==> config.mk <==
export PLATFORM = sky130hd
export DESIGN_NAME = miller_rabin_prime_test_unit
export DESIGN_NICKNAME = d
export VERILOG_FILES = /design/src/hw/rtl/mrpt_pkg.sv /design/src/hw/rtl/mrpt_mulmod.sv /design/src/hw/rtl/miller_rabin_prime_test_unit.sv
export SDC_FILE = /design/constraint.sdc
export NUM_CORES = 1
export LEC_CHECK = 0
export ABC_AREA = 1
export BUFFER_PORTS_ARGS = -buffer_cell sky130_fd_sc_hd__buf_2
export CAP_MARGIN = 25
export CORE_UTILIZATION = 65
export DETAILED_ROUTE_END_ITERATION = 6
export GPL_TIMING_DRIVEN = 0
export PLACE_DENSITY = 0.79
export SLEW_MARGIN = 20
export SYNTH_ARGS = -nofsm -noshare
export SYNTH_HDL_FRONTEND = slang
export SYNTH_SLANG_ARGS = --single-unit
==> constraint.sdc <==
create_clock -name clk_i -period 7.2 [get_ports clk_i]
set_clock_uncertainty 0.05 [all_clocks]
set_input_delay 1.08 -clock clk_i [delete_from_list [all_inputs] [get_ports clk_i]]
set_output_delay 1.08 -clock clk_i [all_outputs]
set_load 0.01 [all_outputs]
==> src/hw/rtl/mrpt_pkg.sv <==
// Package for the Miller-Rabin prime test unit: widths, limits, base table
// and the sequencer state type. No dependencies.
package mrpt_pkg;

  localparam int unsigned NUM_W = 33;
  localparam int unsigned CNT_W = 6;

  localparam logic [NUM_W-1:0] MR_LIMIT = 33'd4759123141;

  localparam logic [1:0] BASE_LAST = 2'd2;

  typedef logic [NUM_W-1:0] num_t;
  typedef logic [CNT_W-1:0] cnt_t;

  typedef enum logic [2:0] {
    S_IDLE,
    S_SPLIT,
    S_BREDUCE,
    S_POW_STEP,
    S_PMUL,
    S_PSQR,
    S_CHECK,
    S_WSQR
  } mrpt_state_e;

  // Witness bases in test order.
  function automatic logic [5:0] mr_base(input logic [1:0] idx);
    logic [5:0] base;
    case (idx)
      2'd0:    base = 6'd2;
      2'd1:    base = 6'd7;
      2'd2:    base = 6'd61;
      default: base = 6'd2;
    endcase
    return base;
  endfunction

endpackage

==> src/hw/rtl/mrpt_mulmod.sv <==
// Bit-serial modular multiplier for the Miller-Rabin prime test unit.
// Depends on mrpt_pkg for widths.
module mrpt_mulmod (
  input  logic           clk_i,
  input  logic           rst_ni,
  input  logic           start_i,
  input  mrpt_pkg::num_t a_i,
  input  mrpt_pkg::num_t b_i,
  input  mrpt_pkg::num_t n_i,
  output mrpt_pkg::num_t prod_o,
  output logic           done_o
);
  import mrpt_pkg::*;

  logic busy_q, busy_d;
  logic done_q, done_d;
  cnt_t cnt_q, cnt_d;
  num_t acc_q, acc_d;
  num_t a_q, a_d;
  num_t b_q, b_d;
  num_t n_q, n_d;

  logic [NUM_W:0] dbl, dbl_red, sum, sum_red;

  // One bit of b per cycle, most significant first; acc stays below n.
  always_comb begin
    dbl     = {acc_q, 1'b0};
    dbl_red = (dbl >= {1'b0, n_q}) ? dbl - {1'b0, n_q} : dbl;
    sum     = b_q[NUM_W-1] ? dbl_red + {1'b0, a_q} : dbl_red;
    sum_red = (sum >= {1'b0, n_q}) ? sum - {1'b0, n_q} : sum;
  end

  always_comb begin
    busy_d = busy_q;
    done_d = 1'b0;
    cnt_d  = cnt_q;
    acc_d  = acc_q;
    a_d    = a_q;
    b_d    = b_q;
    n_d    = n_q;
    if (busy_q) begin
      acc_d = sum_red[NUM_W-1:0];
      b_d   = {b_q[NUM_W-2:0], 1'b0};
      cnt_d = cnt_q - CNT_W'(1);
      if (cnt_q == '0) begin
        busy_d = 1'b0;
        done_d = 1'b1;
      end
    end else if (start_i) begin
      busy_d = 1'b1;
      acc_d  = '0;
      a_d    = a_i;
      b_d    = b_i;
      n_d    = n_i;
      cnt_d  = CNT_W'(NUM_W - 1);
    end
  end

  always_ff @(posedge clk_i or negedge rst_ni) begin
    if (!rst_ni) begin
      busy_q <= 1'b0;
      done_q <= 1'b0;
      cnt_q  <= '0;
    end else begin
      busy_q <= busy_d;
      done_q <= done_d;
      cnt_q  <= cnt_d;
    end
  end

  always_ff @(posedge clk_i) begin
    acc_q <= acc_d;
    a_q   <= a_d;
    b_q   <= b_d;
    n_q   <= n_d;
  end

  assign prod_o = acc_q;
  assign done_o = done_q;

endmodule

==> src/hw/rtl/miller_rabin_prime_test_unit.sv <==
// Top level of the deterministic Miller-Rabin prime test (bases 2, 7, 61).
// Depends on mrpt_pkg and instantiates mrpt_mulmod.
//
//  Channel  | Ports                                 | Handshake
//  ---------+---------------------------------------+-----------------------------
//  command  | start, busy, number_i                 | word taken when start && !busy
//  result   | result_valid_o, is_prime_o,           | word shown for one cycle,
//           | out_of_range_o                        | no backpressure
//
// Trivial cases (out of range, below 2, 2, 3, even, 7, 61) answer in the cycle
// after the command word. Every other number first strips trailing zeros of
// n-1 (r zero bits), then runs three bases on one shared bit-serial modular
// multiplier. With k bits in the odd part d (k + r <= 33), a base costs one
// reduction, up to k products and k-1 squarings for the power, one check and
// up to r-1 squarings. busy stays high while a full test runs.
// Reset is asynchronous and active low; it returns the sequencer to idle.
// The receiver cannot stall: the result strobe lasts exactly one cycle.
module miller_rabin_prime_test_unit (
  input  logic           clk_i,
  input  logic           rst_ni,
  input  logic           start,
  output logic           busy,
  input  mrpt_pkg::num_t number_i,
  output logic           result_valid_o,
  output logic           is_prime_o,
  output logic           out_of_range_o
);
  import mrpt_pkg::*;

  mrpt_state_e state_q, state_d;
  logic        issued_q, issued_d;
  logic        valid_q, valid_d;
  logic        prime_q, prime_d;
  logic        oor_q, oor_d;
  logic [1:0]  base_q, base_d;
  cnt_t        r_q, r_d;
  cnt_t        j_q, j_d;
  num_t        n_q, n_d;
  num_t        d_q, d_d;
  num_t        e_q, e_d;
  num_t        res_q, res_d;
  num_t        bb_q, bb_d;

  num_t nm1;
  logic mul_start, mul_done;
  num_t mul_a, mul_b, mul_prod;

  assign nm1 = n_q - 33'd1;

  // The shared multiplier's operands follow the sequencer step.
  always_comb begin
    case (state_q)
      S_BREDUCE: begin
        mul_a = 33'd1;
        mul_b = {27'd0, mr_base(base_q)};
      end
      S_PMUL: begin
        mul_a = res_q;
        mul_b = bb_q;
      end
      S_PSQR: begin
        mul_a = bb_q;
        mul_b = bb_q;
      end
      default: begin
        mul_a = res_q;
        mul_b = res_q;
      end
    endcase
  end

  mrpt_mulmod u_mulmod (
    .clk_i   (clk_i),
    .rst_ni  (rst_ni),
    .start_i (mul_start),
    .a_i     (mul_a),
    .b_i     (mul_b),
    .n_i     (n_q),
    .prod_o  (mul_prod),
    .done_o  (mul_done)
  );

  always_comb begin
    state_d   = state_q;
    issued_d  = issued_q;
    valid_d   = 1'b0;
    prime_d   = prime_q;
    oor_d     = oor_q;
    base_d    = base_q;
    r_d       = r_q;
    j_d       = j_q;
    n_d       = n_q;
    d_d       = d_q;
    e_d       = e_q;
    res_d     = res_q;
    bb_d      = bb_q;
    mul_start = 1'b0;

    case (state_q)
      S_IDLE: begin
        if (start) begin
          n_d   = number_i;
          oor_d = 1'b0;
          if (number_i >= MR_LIMIT) begin
            valid_d = 1'b1;
            prime_d = 1'b0;
            oor_d   = 1'b1;
          end else if (number_i < 33'd2) begin
            valid_d = 1'b1;
            prime_d = 1'b0;
          end else if (number_i == 33'd2 || number_i == 33'd3) begin
            valid_d = 1'b1;
            prime_d = 1'b1;
          end else if (!number_i[0]) begin
            valid_d = 1'b1;
            prime_d = 1'b0;
          end else if (number_i == 33'd7 || number_i == 33'd61) begin
            valid_d = 1'b1;
            prime_d = 1'b1;
          end else begin
            d_d     = number_i - 33'd1;
            r_d     = '0;
            state_d = S_SPLIT;
          end
        end
      end

      // Write n-1 as d * 2^r with d odd.
      S_SPLIT: begin
        if (!d_q[0]) begin
          d_d = {1'b0, d_q[NUM_W-1:1]};
          r_d = r_q + CNT_W'(1);
        end else begin
          base_d  = '0;
          state_d = S_BREDUCE;
        end
      end

      // Reduce the base modulo n as the product 1 * base.
      S_BREDUCE: begin
        if (!issued_q) begin
          mul_start = 1'b1;
          issued_d  = 1'b1;
        end else if (mul_done) begin
          issued_d = 1'b0;
          bb_d     = mul_prod;
          res_d    = 33'd1;
          e_d      = d_q;
          state_d  = S_POW_STEP;
        end
      end

      // Square-and-multiply from the low exponent bit.
      S_POW_STEP: begin
        if (e_q == '0) begin
          state_d = S_CHECK;
        end else if (e_q[0]) begin
          state_d = S_PMUL;
        end else begin
          state_d = S_PSQR;
        end
      end

      S_PMUL: begin
        if (!issued_q) begin
          mul_start = 1'b1;
          issued_d  = 1'b1;
        end else if (mul_done) begin
          issued_d = 1'b0;
          res_d    = mul_prod;
          if (e_q[NUM_W-1:1] == '0) begin
            state_d = S_CHECK;
          end else begin
            state_d = S_PSQR;
          end
        end
      end

      S_PSQR: begin
        if (!issued_q) begin
          mul_start = 1'b1;
          issued_d  = 1'b1;
        end else if (mul_done) begin
          issued_d = 1'b0;
          bb_d     = mul_prod;
          e_d      = {1'b0, e_q[NUM_W-1:1]};
          state_d  = S_POW_STEP;
        end
      end

      // First look at a^d: 1 or n-1 passes this base at once.
      S_CHECK: begin
        if (res_q == 33'd1 || res_q == nm1) begin
          if (base_q == BASE_LAST) begin
            valid_d = 1'b1;
            prime_d = 1'b1;
            state_d = S_IDLE;
          end else begin
            base_d  = base_q + 2'd1;
            state_d = S_BREDUCE;
          end
        end else if (r_q > CNT_W'(1)) begin
          j_d     = CNT_W'(1);
          state_d = S_WSQR;
        end else begin
          valid_d = 1'b1;
          prime_d = 1'b0;
          state_d = S_IDLE;
        end
      end

      // Repeated squaring looking for n-1.
      S_WSQR: begin
        if (!issued_q) begin
          mul_start = 1'b1;
          issued_d  = 1'b1;
        end else if (mul_done) begin
          issued_d = 1'b0;
          res_d    = mul_prod;
          if (mul_prod == nm1) begin
            if (base_q == BASE_LAST) begin
              valid_d = 1'b1;
              prime_d = 1'b1;
              state_d = S_IDLE;
            end else begin
              base_d  = base_q + 2'd1;
              state_d = S_BREDUCE;
            end
          end else if ((j_q + CNT_W'(1)) < r_q) begin
            j_d = j_q + CNT_W'(1);
          end else begin
            valid_d = 1'b1;
            prime_d = 1'b0;
            state_d = S_IDLE;
          end
        end
      end

      default: begin
        state_d  = S_IDLE;
        issued_d = 1'b0;
      end
    endcase
  end

  always_ff @(posedge clk_i or negedge rst_ni) begin
    if (!rst_ni) begin
      state_q  <= S_IDLE;
      issued_q <= 1'b0;
      valid_q  <= 1'b0;
    end else begin
      state_q  <= state_d;
      issued_q <= issued_d;
      valid_q  <= valid_d;
    end
  end

  always_ff @(posedge clk_i) begin
    prime_q <= prime_d;
    oor_q   <= oor_d;
    base_q  <= base_d;
    r_q     <= r_d;
    j_q     <= j_d;
    n_q     <= n_d;
    d_q     <= d_d;
    e_q     <= e_d;
    res_q   <= res_d;
    bb_q    <= bb_d;
  end

  assign busy           = (state_q != S_IDLE);
  assign result_valid_o = valid_q;
  assign is_prime_o     = prime_q;
  assign out_of_range_o = oor_q;

endmodule
==> results.cfg <==
[outcome]
status = finished, violations left
failed_checks = design-rule violations

[synthesis]
yosys_warnings = 0
synthArstFlopShare_pct = 3.99
synthFlopType = edfxtp_1
synth_top_family_by_area = simple AND/OR/NAND/NOR gates
yosysTopAreaCell = edfxtp_1
synth_xor_area_share_pct = 4.43
synth_mux_area_share_pct = 0
synth_seq_cells = 326
avgSynthCellArea_um2 = 7.60
seq_area_frac_synth_pct = 41.4
synth_common_cells = 801 x nand2_1, 402 x inv_1, 390 x nor2_1, 312 x edfxtp_1, 209 x o21ai_0
synth_nets = 3241
synth-adder-area-share_pct = 6.44
yosys.area_share.simple_pct = 27.4
synthCells = 3086
synth_compound_area_share_pct = 12.6
synth_area_um2 = 23500
synthTopCellsByArea = edfxtp_1 40%, nand2_1 13%, inv_1 6.4%
synth_top_area_share_pct = 39.9
synth.most_common_cell = nand2_1
synth_enable_flop_cells = 312
synthDistinctLibCells = 61

[floorplan]
num_rows = 69
start_util_pct = 66.0
die_area_um2 = 36900
die_w_um = 192
io_pins = 40
dieHeight_um = 192
core_um2 = 35600

[timing]
max_freq_mhz = 141
post-route-min-period_ns = 7.10
slew_headroom_pct = 35.9
setup_viol = 0
drv_slew = 0
worst_slew_pin_slew_ns = 0.958
finalHoldViolCount = 0
finalCritPeriodShare_pct = 98.6

[worst_setup_path]
crit_fanout = 10
crit_buf_inv = 5
slowest_stage = edfxtp_1
critPathRequiredTime_ns = 7.43
critical-path-top-delay-family = compound AO/OA/AOI/OAI gates
end_kind = flip-flop
critical_path.max_stage_delay_ns = 0.53
worstSetupStartpointType = flip-flop
cp_common_cell = nand2_1
worst-setup-path-type = flip-flop to flip-flop
crit_arrival_ns = 7.33

[grt]
grt_pass1_wl_um = 125000
busiest_layer = met2
overflow = 0
grt_pass1_vias = 22226
globalRouteMet3Util_pct = 9.34
grt_usage_pct = 46.0
use_met1_pct = 54.0
antenna_found_initial = 1
grt_max_degree = 36
gr-usage-met2_pct = 75.0

[placement]
dp_hpwl_um = 65600
placed_area_um2 = 24500
io_buffers = 39
place_congestion = 1.16
placed_cells = 3595

[cts]
cts_max_level = 2
cts.sinks = 326
path_clk_slew_ns = 0.07
cts_buffers = 35
clkLatencyLatePin_ns = 0.55
cts_tree = built
holdBufCountCts = 0
cts_buffer_depth = 3
clockRootBuffer = clkbuf_16

[finish]
fin_area_um2 = 26100
finalNetCount = 3354
drive_gt1_share_pct = 7.04
fin_cells = 3687
area_growth_pct = 11.1

[routing]
wl_per_cell_um = 23.0
viasPerCell = 6.32
ant_nets = 0
drt_iter0_markers = 2700
wirelength_um = 84700
drt-pass1-iter-count = 7
drc = 26
num_vias = 23317

[flow_run]
cap_violations = 0

[worst_hold_path]
hold_path.class = input pin to async pin
## cell type report
class | instances | area, um2
Inverter | 413 | 1560
Multi-Input combinational cell | 2290 | 12200
Clock inverter | 15 | 176
Antenna cell | 2 | 5.00
Fill cell | 2705 | 9510
Sequential cell | 326 | 9710
Clock buffer | 47 | 963
Buffer | 57 | 265
Tap cell | 461 | 577
Timing Repair Buffer | 76 | 604
## sequential cells by signal (all words and copies together) (netlist names), 2 cells and up
name	flops
bb_q	33
d_q	33
e_q	33
n_q	33
res_q	33
u_mulmod.a_q	33
u_mulmod.b_q	33
u_mulmod.n_q	33
u_mulmod.prod_o	33
j_q	6
r_q	6
u_mulmod.cnt_q	6
state_q	3
base_q	2
## worst register-to-register path: cells and delay by family, from the launching register on
kind            cells  cell delay [ns]
compound gates     11             2.15
flops               1             0.53
fa+ha+maj           3             1.17
buf+inv             5             0.70
xor+xnor            1             0.19
simple gates       16             2.05
## through the flow
step                      hold slack (ns)  setup slack [ns]  util [%]  setup TNS [ns]
final                               0.386            0.0989      73.3               0
after global routing                0.403            -0.107      73.2          -0.776
after CTS                           0.384           0.00441      72.2               0
after detailed placement            0.434            -0.654      68.8          -19.65
after global placement              0.404            -0.548      68.1          -16.41
after floorplan                     0.387              1.64         -               0
## cell families after synthesis
group	count (synthesis)
adders and majority gates	119
buffers and inverters	471
DFF	326
AOI/OAI and AO/OA	514
xor gates and xnor gates	117
and+or+nand+nor	1539
## per-layer routing
metal	up-vias	share of wire (%)
li1	10583	-
met1	10604	34
met2	1740	45
met3	390	12
met4	0	8.8
met5	-	0
## layout by cell type (no fill, tap or decap), drive strengths merged, types with 3 or more instances in the layout
master    count
a211oi        4
a221oi        5
a22oi        27
a21o          9
or2           6
o21bai       14
dfrtp        13
edfxtp      312
nor3         45
nor4         25
fa            3
xnor2        36
o21a         12
buf          86
ha          116
clkinv        9
nand3       187
and3          4
o21ai       250
xor2         80
a21boi        6
nand3b        9
clkbuf       94
nand4        53
a21oi       133
nor2        402
a22o         13
a31oi        14
nand2       807
clkinvlp      4
bufinv        3
o211ai        9
inv         412
o22ai         6
## worst paths after layout
path / to / start / slack, ns / cells after the start
max in group asynchronous: state_q[0] / rst_ni / 6.47 / 1
worst min-delay path: u_mulmod.cnt_q[5] / rst_ni / 0.39 / 1
worst min register to register: u_mulmod.done_o / u_mulmod.cnt_q[5] / 0.44 / 1
worst max-delay path: u_mulmod.prod_o[10] / u_mulmod.prod_o[15] / 0.1 / 36
min in group clk_i: u_mulmod.done_o / u_mulmod.cnt_q[5] / 0.44 / 1
worst max register to register: u_mulmod.prod_o[10] / u_mulmod.prod_o[15] / 0.1 / 36
## repair_timing
action                                  in CTS  in global routing
endpoints found under the setup margin      33                 33
pin swaps                                    1                  7
gates cloned                                 0                  1
buffers inserted                             3                 24
gates resized for setup                      9                 43
Power is left out: the tool's default activity adds up to more than one toggle a clock period on the data nets, which glitch-free logic cannot reach.
